`src/rtl/beacon_element_parser_macros.svh`:
```
// Assertion macros for the beacon element parser.
// Included by files that carry concurrent assertions; needs i_clk and i_rst_n in scope.
`ifndef BEACON_ELEMENT_PARSER_MACROS_SVH
`define BEACON_ELEMENT_PARSER_MACROS_SVH

// The consequent must hold in the same cycle as the antecedent.
`define BEP_ASSERT_IMPLIES(label, ante, cons, msg) \
    label: assert property (@(posedge i_clk) disable iff (!i_rst_n) (ante) |-> (cons)) \
        else $error(msg);

// The condition must never be seen at a clock edge.
`define BEP_ASSERT_NEVER(label, cond, msg) \
    label: assert property (@(posedge i_clk) disable iff (!i_rst_n) !(cond)) \
        else $error(msg);

`endif

```
`src/rtl/bep_pkg.sv`:
```
// Shared types, constants and helper functions of the beacon element parser.
// No dependencies; bep_front, bep_queue, bep_back and the top level refer to it by scoped names.
package bep_pkg;

    localparam int SSID_MAX_DEF = 32;
    localparam int BODY_START   = 36;

    // Offsets inside the fixed part of the frame.
    localparam int OFF_W = $clog2(BODY_START + 1);
    localparam logic [OFF_W-1:0] OFF_INT_LO = OFF_W'(32);
    localparam logic [OFF_W-1:0] OFF_INT_HI = OFF_W'(33);
    localparam logic [OFF_W-1:0] OFF_CAP_LO = OFF_W'(34);
    localparam logic [OFF_W-1:0] OFF_MIN_OK = OFF_W'(BODY_START - 1);
    localparam logic [OFF_W-1:0] OFF_BODY   = OFF_W'(BODY_START);
    localparam int PRIV_BIT = 4;

    // Element ids and the vendor OUI/type pattern.
    localparam logic [7:0] ID_SSID    = 8'd0;
    localparam logic [7:0] ID_CHANNEL = 8'd3;
    localparam logic [7:0] ID_RSN     = 8'd48;
    localparam logic [7:0] ID_VENDOR  = 8'd221;
    localparam logic [7:0] OUI_0      = 8'h00;
    localparam logic [7:0] OUI_1      = 8'h50;
    localparam logic [7:0] OUI_2      = 8'hF2;
    localparam logic [7:0] OUI_TYPE   = 8'h01;
    localparam logic [7:0] VENDOR_MIN = 8'd4;

    // SSID banks: two held by the parser, one per summary queue entry.
    localparam int QDEPTH = 2;
    localparam int QPTR_W = $clog2(QDEPTH);
    localparam int QCNT_W = $clog2(QDEPTH + 1);
    localparam int NBANK  = QDEPTH + 2;
    localparam int BANK_W = $clog2(NBANK);

    // Output buffer of the emitter.
    localparam int OB_DEPTH = 2;
    localparam int OB_PTR_W = $clog2(OB_DEPTH);
    localparam int OB_CNT_W = $clog2(OB_DEPTH + 1);

    localparam logic KIND_SUMMARY = 1'b0;
    localparam logic KIND_SSID    = 1'b1;

    typedef enum logic [1:0] {
        SEC_OPEN = 2'd0,
        SEC_WEP  = 2'd1,
        SEC_WPA  = 2'd2,
        SEC_WPA2 = 2'd3
    } t_sec;

    typedef enum logic [1:0] {
        PH_ID  = 2'd0,
        PH_LEN = 2'd1,
        PH_VAL = 2'd2
    } t_phase;

    typedef struct packed {
        logic [7:0] data_byte;
        logic       frame_end;
    } t_in_item;

    typedef struct packed {
        logic        item_kind;
        logic        frame_ok;
        logic [15:0] beacon_interval;
        logic [7:0]  channel_number;
        logic [1:0]  security_kind;
        logic        ssid_present;
        logic [5:0]  ssid_length;
        logic [7:0]  ssid_byte;
        logic        last_of_run;
    } t_out_item;

    // One finished frame as handed from the parser to the emitter.
    typedef struct packed {
        logic              frame_ok;
        logic [15:0]       interval;
        logic [7:0]        channel;
        t_sec              sec;
        logic              ssid_valid;
        logic [5:0]        slen;
        logic [BANK_W-1:0] bank;
    } t_summary;

    typedef struct packed {
        logic             full;
        logic [NBANK-1:0] busy;
    } t_qstat;

    // Address bits of one SSID bank.
    function automatic int ssid_aw(input int ssid_max);
        return (ssid_max > 1) ? $clog2(ssid_max) : 1;
    endfunction

endpackage

```
`src/rtl/bep_queue.sv`:
```
// Short queue of frame summaries between the parser and the emitter.
// Depends on bep_pkg; reports fullness and the SSID banks its entries hold.
module bep_queue (
    input  logic              i_clk,
    input  logic              i_rst_n,
    input  logic              i_push,
    input  bep_pkg::t_summary i_rec,
    input  logic              i_pop,
    output bep_pkg::t_qstat   o_qstat,
    output logic              o_head_valid,
    output bep_pkg::t_summary o_head
);
    localparam int LQ = bep_pkg::QPTR_W;
    localparam int LC = bep_pkg::QCNT_W;

    bep_pkg::t_summary r_ent [bep_pkg::QDEPTH];
    logic [LQ-1:0]     r_wp, r_rp;
    logic [LC-1:0]     r_cnt;
    logic [LQ-1:0]     w_rel [bep_pkg::QDEPTH];

    // Only an entry with a committed SSID holds its bank; the bank field of any
    // other entry is ignored here.
    always_comb begin
        o_qstat.busy = '0;
        for (int i = 0; i < bep_pkg::QDEPTH; i++) begin
            w_rel[i] = LQ'(i) - r_rp;
            if ((LC'(w_rel[i]) < r_cnt) && r_ent[i].ssid_valid) begin
                o_qstat.busy[r_ent[i].bank] = 1'b1;
            end
        end
        o_qstat.full = (r_cnt == LC'(bep_pkg::QDEPTH));
    end

    assign o_head_valid = (r_cnt != '0);
    assign o_head       = r_ent[r_rp];

    always_ff @(posedge i_clk) begin
        if (i_push) begin
            r_ent[r_wp] <= i_rec;
        end
    end

    always_ff @(posedge i_clk) begin
        if (!i_rst_n) begin
            r_wp  <= '0;
            r_rp  <= '0;
            r_cnt <= '0;
        end else begin
            if (i_push) r_wp <= r_wp + 1'b1;
            if (i_pop)  r_rp <= r_rp + 1'b1;
            r_cnt <= r_cnt + LC'(i_push) - LC'(i_pop);
        end
    end
endmodule

```
`config.mk`:
```
export PLATFORM = sky130hd
export DESIGN_NAME = bep_queue
export DESIGN_NICKNAME = d
export VERILOG_FILES = /design/src/rtl/beacon_element_parser_macros.svh /design/src/rtl/bep_pkg.sv /design/src/rtl/bep_queue.sv
export SDC_FILE = /design/constraint.sdc
export NUM_CORES = 1
export LEC_CHECK = 0
export BUFFER_PORTS_ARGS = -buffer_cell sky130_fd_sc_hd__buf_2
export CAP_MARGIN = 10
export CORE_UTILIZATION = 54
export CTS_BUF_LIST = sky130_fd_sc_hd__clkbuf_2
export DETAILED_ROUTE_END_ITERATION = 6
export GPL_TIMING_DRIVEN = 0
export HOLD_SLACK_MARGIN = 0.15
export PLACE_DENSITY = 0.84
export SYNTH_ARGS = -nofsm -noshare
export SYNTH_HDL_FRONTEND = slang
export SYNTH_SLANG_ARGS = --single-unit
```
`constraint.sdc`:
```
create_clock -name i_clk -period 2.9 [get_ports i_clk]
set_input_delay 0.435 -clock i_clk [delete_from_list [all_inputs] [get_ports i_clk]]
set_output_delay 0.435 -clock i_clk [all_outputs]
set_load 0.02 [all_outputs]
```
-- Word-level counts from Yosys, hierarchy flattened
Memory sizes are Yosys's and may differ from the RTL's. A register that Yosys moved wholly into a read port is not among the register bits.
Index checks and enable logic that the tools add are counted.
- flip-flop bits (word level): 4
- bits in writable memories: 72
- input bits: 40
- output and inout bits: 42
- logic and storage cells: 33
- memories: 1
- memory list (name ; words ; width ; rd ports ; clocked after memory_dff ; write ports ; RTL line ; source):
    r_ent ; 2 ; 36 ; 3 ; 1 ; 1 ; bep_queue.sv:16 ; bep_pkg::t_summary r_ent [bep_pkg::QDEPTH];
- add/subtract/negate cells: 6
- $lt $le $gt $ge: 6
- equality and inequality tests: 1
- mux-type cells: 10
- bitwise gates (word level): 1
- reductions and logical operators: 5
- operator list (kind ; count):
    $mux 4 ; 2
    $lt 2x3->1 const B ; 2
    $mux 1 ; 6
    $demux 1 s2 ; 2
    $ge 2x1->1 const B ; 2
    $logic_and 1x1->1 ; 4
    $lt 1x2->1 ; 2
    $or 4x4->4 ; 1
    $add 1x1->1 const B ; 2
    $add 2x1->2 ; 1
    $eq 2x2->1 const B ; 1
    $reduce_bool 2->1 ; 1
    $sub 1x1->1 const A ; 2
    $sub 2x1->2 ; 1

-- Depth between registers and ports, before layout
- word-level depth: 7
- mapped depth: 7
- depth with buffers taken out: 7

-- Least setup slack after synthesis
OpenSTA, ideal clock, no wires.
- path kind: input -> register
- from: in i_push
- to: mem r_ent[0][0] (netlist bit) (enable)
- library setup time: 0.435 ns
- data arrival time: 2.084 ns
- required time: 2.465 ns
- slack: 0.381 ns
- cell stages on the path: 1
- path buffers: 0
- path through: nor2b_1
- word-level cells in the longest chain between the ends: 2
- ends and longest elaborated chain (what ; RTL line ; source):
    from (decl) ; bep_queue.sv:6 ; input logic i_push,
    $mux 1 ; bep_queue.sv:38 ; if (i_push) begin
    $mux 1 (not written as such) ; bep_queue.sv:39 ; r_ent[r_wp] <= i_rec;
    to (decl) ; bep_queue.sv:16 ;
Every way passes these cells.

==> metrics.txt <==
status finished clean; drt initial violations 83; Core ar. 5200 um^2; post-synthesis mux area share 0.149; RSZ-0062 raised after global routing false; simple-gate share of the synthesized area 0.0283; antenna cells 0; Slew HR 0.426; Netlist cell types 22; initial antenna violation count 0; Worst Path Max Fanout 10; die height roughly 76 um; HP Class input pin to flop; max-slew violations 0; crit path DAT about 1.7 ns; dpl cells 300; Primary FF master, synth edfxtp_1; DRC 0; register area share after synthesis 0.763; Worst-path clk slew 0.20 ns; complex-gate fraction of the synthesized area 0.0232; GP Congestion just over 0.7; vias in the first global route approximately 1900; worst slack, placed between 1 and 1.5 ns; largest buffer count on any clock path 2; share of cells above drive strength 1 0.496; CTS tree built; Synth Area in Adders 0.00844; Root Buffer clkbuf_2; Starting Density 0.570; xor/xnor share of the synthesized area 0.00886; Max Fclk about 470 MHz; number of flops mapped to enable cells by yosys slightly above 70; Routed WL per cell 15.2 um; final worst slack ~0.79 ns; Synth warnings 0; number of synthesized register bits 77; total power 2.20 mW; die area between 5000 and 6000 um^2; # nets final around 320; Mapped Nets 190; Detail Placement HPWL 3280 um; Final Hold Viols 0; count of max-cap constraint violations 0; I/O pin count approximately 80; largest net degree at the start of global routing 37; PD cells between 500 and 600 nW/um^2; Area Growth Syn to Fin 33.0%; Final period util 0.729; clk_lat worst skew slightly below 0.5 ns; clock sinks 77; worst vdd ir between 0.4 and 0.5 mV; via count between 1500 and 2000; Final Non-Filler Cells between 300 and 400; Post-Route WL between 5000 and 6000 um; site row count 26; Critical Path RT between 2 and 2.5 ns; Period minus WS final about 2.1 ns; Hold Slack a little over 0.2 ns; Final Cell Area between 3000 and 4000 um^2; CTS H-tree depth 3; critical path class flop to output pin; Pre-Repair DR Iteration Count 5; placed cell areas 3500 um^2; Overflow after GRT 0; crit start category flop; gr usage total 0.198; post-CTS sizing 0; mapped cell area 2970 um^2; port bufs 81; Least-Margin Pin Slew between 0.8 and 0.9 ns; Layout Skew 0.0218 ns; asr flop ratio synth 0; Post-DRT Antenna Nets 0; first-pass GRT wire length around 8500 um; total negative slack 0 ns; Post-Syn Instances 148; largest family of logic cells by synthesized area multiplexers; synthesized area per cell between 20 and 25 um^2; final setup violation count 0; Pleak roughly 1.6 nW; critical path capture point type output pin; TritonCTS Buffers 9; Via-to-Cell Ratio a little over 5; die span in x about 76 um; final core utilization 0.758
==> synth_stat cells (all sizes together), types with 2 or more instances <==
library cell	n	area share
edfxtp	72	0.73
mux2	34	0.15
and2	5	0.011
dfxtp	5	0.034
inv	5	0.0063
buf	4	0.013
o32ai	4	0.012
nor2b	3	0.0063
o21ai	3	0.0063
ha	2	0.0084
nand2	2	0.0025
xnor2	2	0.0059
==> layout by cell type (no fill, tap or decap) <==
master         count
buf_6              3
xnor2_1            2
edfxtp_1          72
clkbuf_2          10
nor2b_1            2
buf_2             82
ha_1               2
clkinvlp_4         4
nand3b_1           1
and2_1             4
and2b_1            1
o21ai_0            2
nand2_1            2
o21ai_2            1
dfxtp_1            5
or2_2              1
o21a_1             1
dlygate4sd3_1     36
mux2_4            16
nand3_1            1
and2_2             1
a21o_1             1
clkinv_2           2
mux2_2            18
inv_1              5
xor2_1             1
o32ai_1            4
buf_16             1
nor2b_4            1
==> cell type report <==
class                      instances  area, um^2
inverter                           5        18.8
multi-input combinational         62         656
fill                             336        1260
clock inverter                     6        40.0
tap                               70        87.6
sequential                        77        2260
timing repair buffer             118         793
buffer                             4        38.8
clock buffer                      10        50.0
==> metal layers <==
layer  track usage  wire (um)  part of all wire  vias to the layer above
met5             0          0                 0                        -
met4        0.0808         53            0.0099                        0
met3        0.0443        344             0.064                        6
met2         0.384       2940              0.55                       85
met1         0.204       2010              0.38                      850
li1              -          -                 -                      830
==> state kept, by name (all words and copies together) (netlist names), named ones only <==
signal,flops
r_ent,72
r_wp,1
r_cnt,2
r_rp,1
==> worst max-delay path: stages, from the launching register on <==
cell     delay [ns]
dfxtp_1        0.38
buf_6          0.16
buf_6          0.19
mux2_4         0.31
buf_2          0.16
==> worst paths after layout <==
check                                         endpoint         startpoint  slack [ns]  cells past startpoint
worst min register to register                    flop  r_rp$_SDFFE_PN0P_        0.65                      2
worst max-delay path                        o_head[31]               flop        0.79                      4
worst max register to register  r_ent[1][10]$_DFFE_PP_  r_wp$_SDFFE_PN0P_        1.37                      1
worst min-delay path                              flop            i_rst_n        0.21                      2
==> report_power, final <==
group          internal, mW  leakage (nW)  switching (mW)  total (mW)
logic                 0.203         0.807           0.217       0.421
clock network         0.112        0.0499           0.357       0.469
registers              1.28         0.717          0.0263        1.31
total                  1.60          1.57           0.601        2.20
==> kinds of logic (layout without fill, tap and decap cells) <==
family	Yosys count	count (layout)
DFF	77	77
and+or+nand+nor	14	14
buffers and inverters	9	143
muxes	34	34
xor gates and xnor gates	3	3
adders and majority gates	2	2
AOI/OAI and AO/OA	9	9
==> timing repair <==
item | CTS | global route
endpoints found under the hold margin | 72 | 0
buffers inserted | 0 | 0
hold buffers | 36 | 0
(Power assumes the default switching activity.)
