`src/rtl/beacon_element_parser_macros.svh`:
```
// Assertion macros for the beacon element parser.
// Included by files that carry concurrent assertions; needs i_clk and i_rst_n in scope.
`ifndef BEACON_ELEMENT_PARSER_MACROS_SVH
`define BEACON_ELEMENT_PARSER_MACROS_SVH

// The consequent must hold in the same cycle as the antecedent.
`define BEP_ASSERT_IMPLIES(label, ante, cons, msg) \
    label: assert property (@(posedge i_clk) disable iff (!i_rst_n) (ante) |-> (cons)) \
        else $error(msg);

// The condition must never be seen at a clock edge.
`define BEP_ASSERT_NEVER(label, cond, msg) \
    label: assert property (@(posedge i_clk) disable iff (!i_rst_n) !(cond)) \
        else $error(msg);

`endif

```
`src/rtl/bep_pkg.sv`:
```
// Shared types, constants and helper functions of the beacon element parser.
// No dependencies; bep_front, bep_queue, bep_back and the top level refer to it by scoped names.
package bep_pkg;

    localparam int SSID_MAX_DEF = 32;
    localparam int BODY_START   = 36;

    // Offsets inside the fixed part of the frame.
    localparam int OFF_W = $clog2(BODY_START + 1);
    localparam logic [OFF_W-1:0] OFF_INT_LO = OFF_W'(32);
    localparam logic [OFF_W-1:0] OFF_INT_HI = OFF_W'(33);
    localparam logic [OFF_W-1:0] OFF_CAP_LO = OFF_W'(34);
    localparam logic [OFF_W-1:0] OFF_MIN_OK = OFF_W'(BODY_START - 1);
    localparam logic [OFF_W-1:0] OFF_BODY   = OFF_W'(BODY_START);
    localparam int PRIV_BIT = 4;

    // Element ids and the vendor OUI/type pattern.
    localparam logic [7:0] ID_SSID    = 8'd0;
    localparam logic [7:0] ID_CHANNEL = 8'd3;
    localparam logic [7:0] ID_RSN     = 8'd48;
    localparam logic [7:0] ID_VENDOR  = 8'd221;
    localparam logic [7:0] OUI_0      = 8'h00;
    localparam logic [7:0] OUI_1      = 8'h50;
    localparam logic [7:0] OUI_2      = 8'hF2;
    localparam logic [7:0] OUI_TYPE   = 8'h01;
    localparam logic [7:0] VENDOR_MIN = 8'd4;

    // SSID banks: two held by the parser, one per summary queue entry.
    localparam int QDEPTH = 2;
    localparam int QPTR_W = $clog2(QDEPTH);
    localparam int QCNT_W = $clog2(QDEPTH + 1);
    localparam int NBANK  = QDEPTH + 2;
    localparam int BANK_W = $clog2(NBANK);

    // Output buffer of the emitter.
    localparam int OB_DEPTH = 2;
    localparam int OB_PTR_W = $clog2(OB_DEPTH);
    localparam int OB_CNT_W = $clog2(OB_DEPTH + 1);

    localparam logic KIND_SUMMARY = 1'b0;
    localparam logic KIND_SSID    = 1'b1;

    typedef enum logic [1:0] {
        SEC_OPEN = 2'd0,
        SEC_WEP  = 2'd1,
        SEC_WPA  = 2'd2,
        SEC_WPA2 = 2'd3
    } t_sec;

    typedef enum logic [1:0] {
        PH_ID  = 2'd0,
        PH_LEN = 2'd1,
        PH_VAL = 2'd2
    } t_phase;

    typedef struct packed {
        logic [7:0] data_byte;
        logic       frame_end;
    } t_in_item;

    typedef struct packed {
        logic        item_kind;
        logic        frame_ok;
        logic [15:0] beacon_interval;
        logic [7:0]  channel_number;
        logic [1:0]  security_kind;
        logic        ssid_present;
        logic [5:0]  ssid_length;
        logic [7:0]  ssid_byte;
        logic        last_of_run;
    } t_out_item;

    // One finished frame as handed from the parser to the emitter.
    typedef struct packed {
        logic              frame_ok;
        logic [15:0]       interval;
        logic [7:0]        channel;
        t_sec              sec;
        logic              ssid_valid;
        logic [5:0]        slen;
        logic [BANK_W-1:0] bank;
    } t_summary;

    typedef struct packed {
        logic             full;
        logic [NBANK-1:0] busy;
    } t_qstat;

    // Address bits of one SSID bank.
    function automatic int ssid_aw(input int ssid_max);
        return (ssid_max > 1) ? $clog2(ssid_max) : 1;
    endfunction

endpackage

```
`src/rtl/bep_stream_if.sv`:
```
// Valid/ready stream interface used on both channels of the beacon element parser.
// The payload type is a parameter; the types come from bep_pkg.
interface bep_stream_if #(
    parameter type t_data = logic
) ();
    logic  valid;
    logic  ready;
    t_data data;

    modport source (output valid, output data, input ready);
    modport sink (input valid, input data, output ready);
endinterface

```
`src/rtl/bep_back.sv`:
```
// Result emitter: turns one summary into the summary item and the SSID byte items.
// Depends on bep_pkg and bep_stream_if; reads SSID bytes from bep_ram.
module bep_back #(
    parameter int SSID_MAX = bep_pkg::SSID_MAX_DEF
) (
    input  logic              i_clk,
    input  logic              i_rst_n,
    input  logic              i_head_valid,
    input  bep_pkg::t_summary i_head,
    output logic              o_pop,
    output logic [bep_pkg::BANK_W+bep_pkg::ssid_aw(SSID_MAX)-1:0] o_raddr,
    input  logic [7:0]        i_rdata,
    bep_stream_if.source      o_out
);
    localparam int AW = bep_pkg::ssid_aw(SSID_MAX);
    localparam int LP = bep_pkg::OB_PTR_W;
    localparam int LC = bep_pkg::OB_CNT_W;

    logic [5:0]         r_k;
    logic [5:0]         w_km1;
    logic               r_infl;
    bep_pkg::t_out_item r_desc;
    bep_pkg::t_out_item w_desc;
    bep_pkg::t_out_item w_arrive;
    bep_pkg::t_out_item r_buf [bep_pkg::OB_DEPTH];
    logic [LP-1:0]      r_wp, r_rp;
    logic [LC-1:0]      r_cnt;
    logic [LC-1:0]      w_occ;
    logic               w_opop;
    logic               w_issue;
    logic               w_last;

    assign w_opop  = o_out.valid && o_out.ready;
    assign w_occ   = r_cnt + LC'(r_infl);
    // Buffered plus in-flight items never exceed the buffer depth.
    assign w_issue = i_head_valid && ((w_occ < LC'(bep_pkg::OB_DEPTH)) || w_opop);
    assign w_last  = (r_k == i_head.slen);
    assign o_pop   = w_issue && w_last;
    assign w_km1   = r_k - 6'd1;
    assign o_raddr = {i_head.bank, w_km1[AW-1:0]};

    always_comb begin
        w_desc.item_kind       = (r_k != 6'd0) ? bep_pkg::KIND_SSID : bep_pkg::KIND_SUMMARY;
        w_desc.frame_ok        = i_head.frame_ok;
        w_desc.beacon_interval = i_head.interval;
        w_desc.channel_number  = i_head.channel;
        w_desc.security_kind   = i_head.sec;
        w_desc.ssid_present    = i_head.ssid_valid;
        w_desc.ssid_length     = i_head.slen;
        w_desc.ssid_byte       = 8'd0;
        w_desc.last_of_run     = w_last;
    end

    always_comb begin
        w_arrive = r_desc;
        if (r_desc.item_kind == bep_pkg::KIND_SSID) begin
            w_arrive.ssid_byte = i_rdata;
        end
    end

    assign o_out.valid = (r_cnt != '0);
    assign o_out.data  = r_buf[r_rp];

    always_ff @(posedge i_clk) begin
        if (w_issue) begin
            r_desc <= w_desc;
        end
        if (r_infl) begin
            r_buf[r_wp] <= w_arrive;
        end
    end

    always_ff @(posedge i_clk) begin
        if (!i_rst_n) begin
            r_k    <= '0;
            r_infl <= 1'b0;
            r_wp   <= '0;
            r_rp   <= '0;
            r_cnt  <= '0;
        end else begin
            r_infl <= w_issue;
            if (w_issue) begin
                r_k <= w_last ? 6'd0 : r_k + 6'd1;
            end
            if (r_infl) r_wp <= r_wp + 1'b1;
            if (w_opop) r_rp <= r_rp + 1'b1;
            r_cnt <= r_cnt + LC'(r_infl) - LC'(w_opop);
        end
    end
endmodule

```
`src/flat_wrapper.sv`:
```
// flat-port wrapper written by rule: the top's interface ports become plain ports
module bep_back_flat 
#(
    parameter int SSID_MAX = bep_pkg::SSID_MAX_DEF
)
  (i_clk, i_rst_n, i_head_valid, i_head, o_pop, o_raddr, i_rdata, o_out_valid, o_out_data, o_out_ready);
  bep_stream_if o_out_i ();
  input  logic i_clk;
  input  logic i_rst_n;
  input  logic i_head_valid;
  input  bep_pkg::t_summary i_head;
  output logic o_pop;
  output logic [bep_pkg::BANK_W+bep_pkg::ssid_aw(SSID_MAX)-1:0] o_raddr;
  input  logic [7:0] i_rdata;
  output wire logic [$bits(o_out_i.valid)-1:0] o_out_valid;
  output wire logic [$bits(o_out_i.data)-1:0] o_out_data;
  input wire logic [$bits(o_out_i.ready)-1:0] o_out_ready;
  assign o_out_valid = o_out_i.valid;
  assign o_out_data = o_out_i.data;
  assign o_out_i.ready = o_out_ready;
  bep_back #(.SSID_MAX(SSID_MAX)) u_core (.i_clk(i_clk), .i_rst_n(i_rst_n), .i_head_valid(i_head_valid), .i_head(i_head), .o_pop(o_pop), .o_raddr(o_raddr), .i_rdata(i_rdata), .o_out(o_out_i));
endmodule
```
`config.mk`:
```
export PLATFORM = sky130hd
export DESIGN_NAME = bep_back_flat
export DESIGN_NICKNAME = d
export VERILOG_FILES = /design/src/rtl/beacon_element_parser_macros.svh /design/src/rtl/bep_pkg.sv /design/src/rtl/bep_stream_if.sv /design/src/rtl/bep_back.sv /design/src/flat_wrapper.sv
export SDC_FILE = /design/constraint.sdc
export NUM_CORES = 1
export LEC_CHECK = 0
export BUFFER_PORTS_ARGS = -buffer_cell sky130_fd_sc_hd__buf_4
export CAP_MARGIN = 20
export CORE_MARGIN = 5
export CORE_UTILIZATION = 35
export DETAILED_ROUTE_END_ITERATION = 8
export PLACE_DENSITY = 0.73
export SYNTH_ARGS = -nofsm -noshare
export SYNTH_HDL_FRONTEND = slang
export SYNTH_SLANG_ARGS = --single-unit
```
`constraint.sdc`:
```
create_clock -name i_clk -period 1.6 [get_ports i_clk]
set_clock_uncertainty 0.15 [all_clocks]
set_input_delay 0.32 -clock i_clk [delete_from_list [all_inputs] [get_ports i_clk]]
set_output_delay 0.32 -clock i_clk [all_outputs]
set_load 0.05 [all_outputs]
```
### After elaboration in Yosys (flattened, before gate mapping)

Memory sizes are Yosys's and may differ from the RTL's. A register that Yosys moved wholly into a read port is not among the register bits.
Index checks and enable logic that the tools add are counted.

* add/sub/neg operators: 6
* magnitude comparators: 1
* reductions and logical operators: 6
* eq/ne operators: 1
* multiplexer cells: 7

Operator list (count)
* $mux W8: 1
* $add A6 B1 Y6 const B: 1
* $eq A6 B6 Y1: 1
* $mux W6: 1
* $reduce_bool A6 Y1: 1
* $mux W1: 5
* $sub A5 B1 Y5 const B: 1
* $logic_and A1 B1 Y1: 3
* $add A1 B1 Y1 const B: 2
* $add A2 B1 Y2: 1
* $lt A2 B2 Y1 const B: 1
* $reduce_bool A2 Y1: 1
* $sub A2 B1 Y2: 1
* $logic_or A1 B1 Y1: 1

* output and inout port bits: 10
* bits of input ports: 48
* bits in registers: 47
* bits in writable memories: 88
* word-level logic and storage cells: 35
* memories: 1

Memory list
* u_core.r_buf: words 2, bits a word 44, read ports 1, clocked after Yosys merged registers in 1, write ports 1, RTL line bep_back.sv:25 `bep_pkg::t_out_item r_buf [bep_pkg::OB_DEPTH];`

### Logic depth before layout (Yosys ltp)

* depth in word-level cells: 5
* mapped depth: 6
* gate-level depth less buffers: 6

### Least setup slack after synthesis

OpenSTA, ideal clock, no wires.

* path type: register -> output
* start: register u_core.r_k[0]
* end: output o_raddr[4] (netlist name)
* arrival: 1855 ps
* buffers on the path: 0
* cell stages (with the launch flop): 5
* slack: -725 ps
* data required time: 1130 ps
* cell sequence: dfxtp_1 -> inv_1 -> ha_1 -> nand2_1 -> xnor2_1

* longest elaborated chain between the ends: 1

RTL lines
* start, declared: RTL line bep_back.sv:19 `logic [5:0] r_k;`
* start signal, assigned: RTL line bep_back.sv:83 `r_k <= w_last ? 6'd0 : r_k + 6'd1;`
* $sub A5 B1 Y5: RTL line bep_back.sv:39 `assign w_km1 = r_k - 6'd1;`
* end, declared: RTL line flat_wrapper.sv:13 `output logic [bep_pkg::BANK_W+bep_pkg::ssid_aw(SSID_MAX)-1:0] o_raddr;`

Every way passes these cells.

### Worst setup path in the final report

Ends and elaborated chain as after synthesis.

==> impl_results.md <==
* Final hold vios at 0
* Share of cells above drive strength 1 at between 50% and 60%
* Worst-skew pair later-pin latency at ~0.29 ns
* Largest net degree at the start of global routing at 15
* CTS tree: done
* Starting Density at a little under two fifths
* Num CTS Buffers at 3
* Die Height at between 60 and 70 µm
* CP arrival at about 1.4 ns
* Crit path cell chain: clkinvlp_4 > ha_4 > nand2_4 > xnor2_4 > buf_6
* Max VDD drop at between 800 and 900 µV
* Diode count at 0
* #FFs+latches synth at 15
* RSZ-0062 raised after global routing: true
* Period minus WS final at 1.85 ns
* Gpl congestion at between 0.7 and 0.8
* Vias per inst at 4.88
* Min Hold Slack at ~0.17 ns
* Clk root buf: clkbuf_4
* Worst-path fanout max at 4
* Synthesized area at between 900 and 1000 µm²
* Setup TNS at -1.05 ns
* Gr usage total at between 10% and 20%
* Tightest Pin Transition at between 0.2 and 0.3 ns
* H-tree Lvls at 1
* Ranking of synthesized cells by area: dfxtp_1 (26%), edfxtp_1 (9.9%), xnor2_1 (8.7%)
* Worst slew margin relative to its limit at between 80 and 90%
* Core Util, Final at about three fifths
* Fin nets at 183
* Placed cell count at 152
* Syn Area/Cell at around 9.6 µm²
* Status: finished with violations
* Max-cap viol count at 0
* Post-DRT Antenna Nets at 0
* Port buffer count at 17
* Placeable Area at between 2000 and 2500 µm²
* Final Slew Violations at 0
* Dpl cell area at 1260 µm²
* First-pass GRT wire length at about 3800 µm
* Area Overhead vs Synth at 60.6%
* # hold bufs at CTS at 0
* Detailed Route Iter0 Violations at 9
* Register area share after synthesis at between 30% and 40%
* Yosys top cell by area: dfxtp_1
* Routed len/inst at about 14 µm
* Violated checks: setup timing
* Worst Setup Start Kind: flop
* IO Pins at 58
* Netlist cell types at 32
* Slowest CP cell: dfxtp_4
* Die ar. at approximately 3700 µm²
* Fin crit share at 115%
* Final non-filler cell area at 1460 µm²
* Fin cells at 160
* Pwr Density at 1280 nW/µm²
* Vias at slightly below 800
* Clock-pin slew on the worst setup and hold paths at approximately 0.080 ns
* Post-DP HPWL at around 1600 µm
* Required @ worst endpoint at 1.13 ns
* Synthesized net count at 147
* Worst setup path category: flop to output port
* CP Capture Type: output port
* Clk sink count at 15
* Grt ovf at 0
* Most common cell after layout, fill and taps aside: buf_4
* Post-synth top area share at a little over a quarter
* Total Wirelength at 2220 µm
* Vias in the first global route at approximately 830
* Setup violators final at 5
* CTS Buffer Depth at 2
* DRC Markers at 0
* Yosys warnings at 0
* Cells after Synth at 95
* DRT Pass-1 Iters at 4
* Antenna violations before repair at 0
* Row cnt at 18
* Die Wd at 61.0 µm
* Most frequent cells in the layout: buf_4 (30), buf_6 (6), xnor2_1 (5), nor2_1 (5)
* Delay of the slowest critical-path stage at a little over 0.4 ns
* Final Worst Setup Slack at -0.248 ns
* Leak pwr at between 0.5 and 0.6 nW
* Hold WC Path Type: input port to flop
* Max frequency at between 500 and 600 MHz
[cells in the mapped netlist]
cell,number
nand4_4,1
o211ai_2,2
edfxtp_1,3
nand3_1,4
buf_6,1
a31oi_1,1
nor3_1,4
xnor2_1,9
a21oi_1,3
nor2_2,1
or2_2,1
nor3b_2,1
nand2_2,1
o221ai_1,4
dfxtp_1,12
o211ai_1,3
and2_1,4
inv_1,6
ha_1,4
nor2_1,6
buf_2,4
buf_4,2
xnor2_2,1
a211oi_4,1
nand2_1,5
nand2b_1,3
xor2_1,3
nand4b_1,1
clkinv_1,1
mux2_2,1
nor2b_1,1
o2111ai_1,1
[flip-flops by register name, indices dropped and copies added, names as in the netlist, named ones only]
| register | cells |
|---|---|
| u_core.r_k | 6 |
| u_core.r_buf | 2 |
| u_core.r_cnt | 2 |
| u_core.r_desc | 1 |
| u_core.r_infl | 1 |
| u_core.r_rp | 1 |
| u_core.r_wp | 1 |
[power by group]
group	switching (mW)	internal [mW]	total, mW	leakage, nW
registers	0.0775	0.477	0.555	0.131
clock network	0.121	0.0970	0.218	0.0150
logic	0.575	0.523	1.10	0.411
total	0.773	1.10	1.87	0.557
[routing by layer]
layer  up-vias  track usage (%)  share of wire (%)
li1        389                -                  -
met1       381             15.0                 39
met2         8             26.3                 57
met3         2             3.35                2.3
met4         0             5.57               0.63
met5         -                0                  0
[cell type report]
cell class	instances	area, µm²
multi-input cells	66	692
flip-flops and latches	15	350
fillers	201	1010
repair buffers	38	323
well taps	30	37.5
inverters	7	33.8
clock buffers	4	26.3
[logic make-up (layout without fill, tap and decap cells)]
logic type,count (synthesis),in the layout,synth area share [%]
DFF,15,15,36.3
and+or+nand+nor,33,33,21.2
xor gates and xnor gates,13,13,13.3
buffers and inverters,14,49,7.97
muxes,1,1,1.24
AOI/OAI and AO/OA,15,15,14.6
adders and majority gates,4,4,5.49
[worst max-delay path, delay by kind of cell, from the launching register on]
kind | cells | cell delay (ns)
flip-flops | 1 | 0.41
XOR/XNOR | 1 | 0.11
buffers and inverters | 2 | 0.28
AND/OR/NAND/NOR | 1 | 0.08
adder cells (fa/ha/maj) | 1 | 0.19
[worst paths after layout]
path                    startpoint                  to  slack, ns  depth (start not counted)
setup / recovery     u_core.r_k[0]          o_raddr[4]      -0.25                          5
hold / removal             i_rst_n       u_core.r_infl       0.17                          2
setup reg to reg   u_core.r_cnt[0]       u_core.r_k[2]       0.03                          6
hold reg to reg   u_core.r_desc[0]  u_core.r_buf[1][0]       0.31                          0
[per-stage QoR]
| stage | power [mW] | setup slack, ns |
|---|---|---|
| after floorplan | 1.25 | -0.139 |
| after global placement | 1.44 | -0.125 |
| after detailed placement | 1.47 | -0.149 |
| after CTS | 1.80 | -0.260 |
| after global routing | 1.98 | -0.318 |
| final | 1.87 | -0.248 |
[repair_timing]
action | in CTS | in global routing
endpoints found under the setup margin | 6 | 10
pin swaps | 9 | 4
setup buffers | 3 | 1
cloned | 0 | 0
gates resized for setup | 23 | 9
No activity file was read; power rests on OpenSTA's default activity.
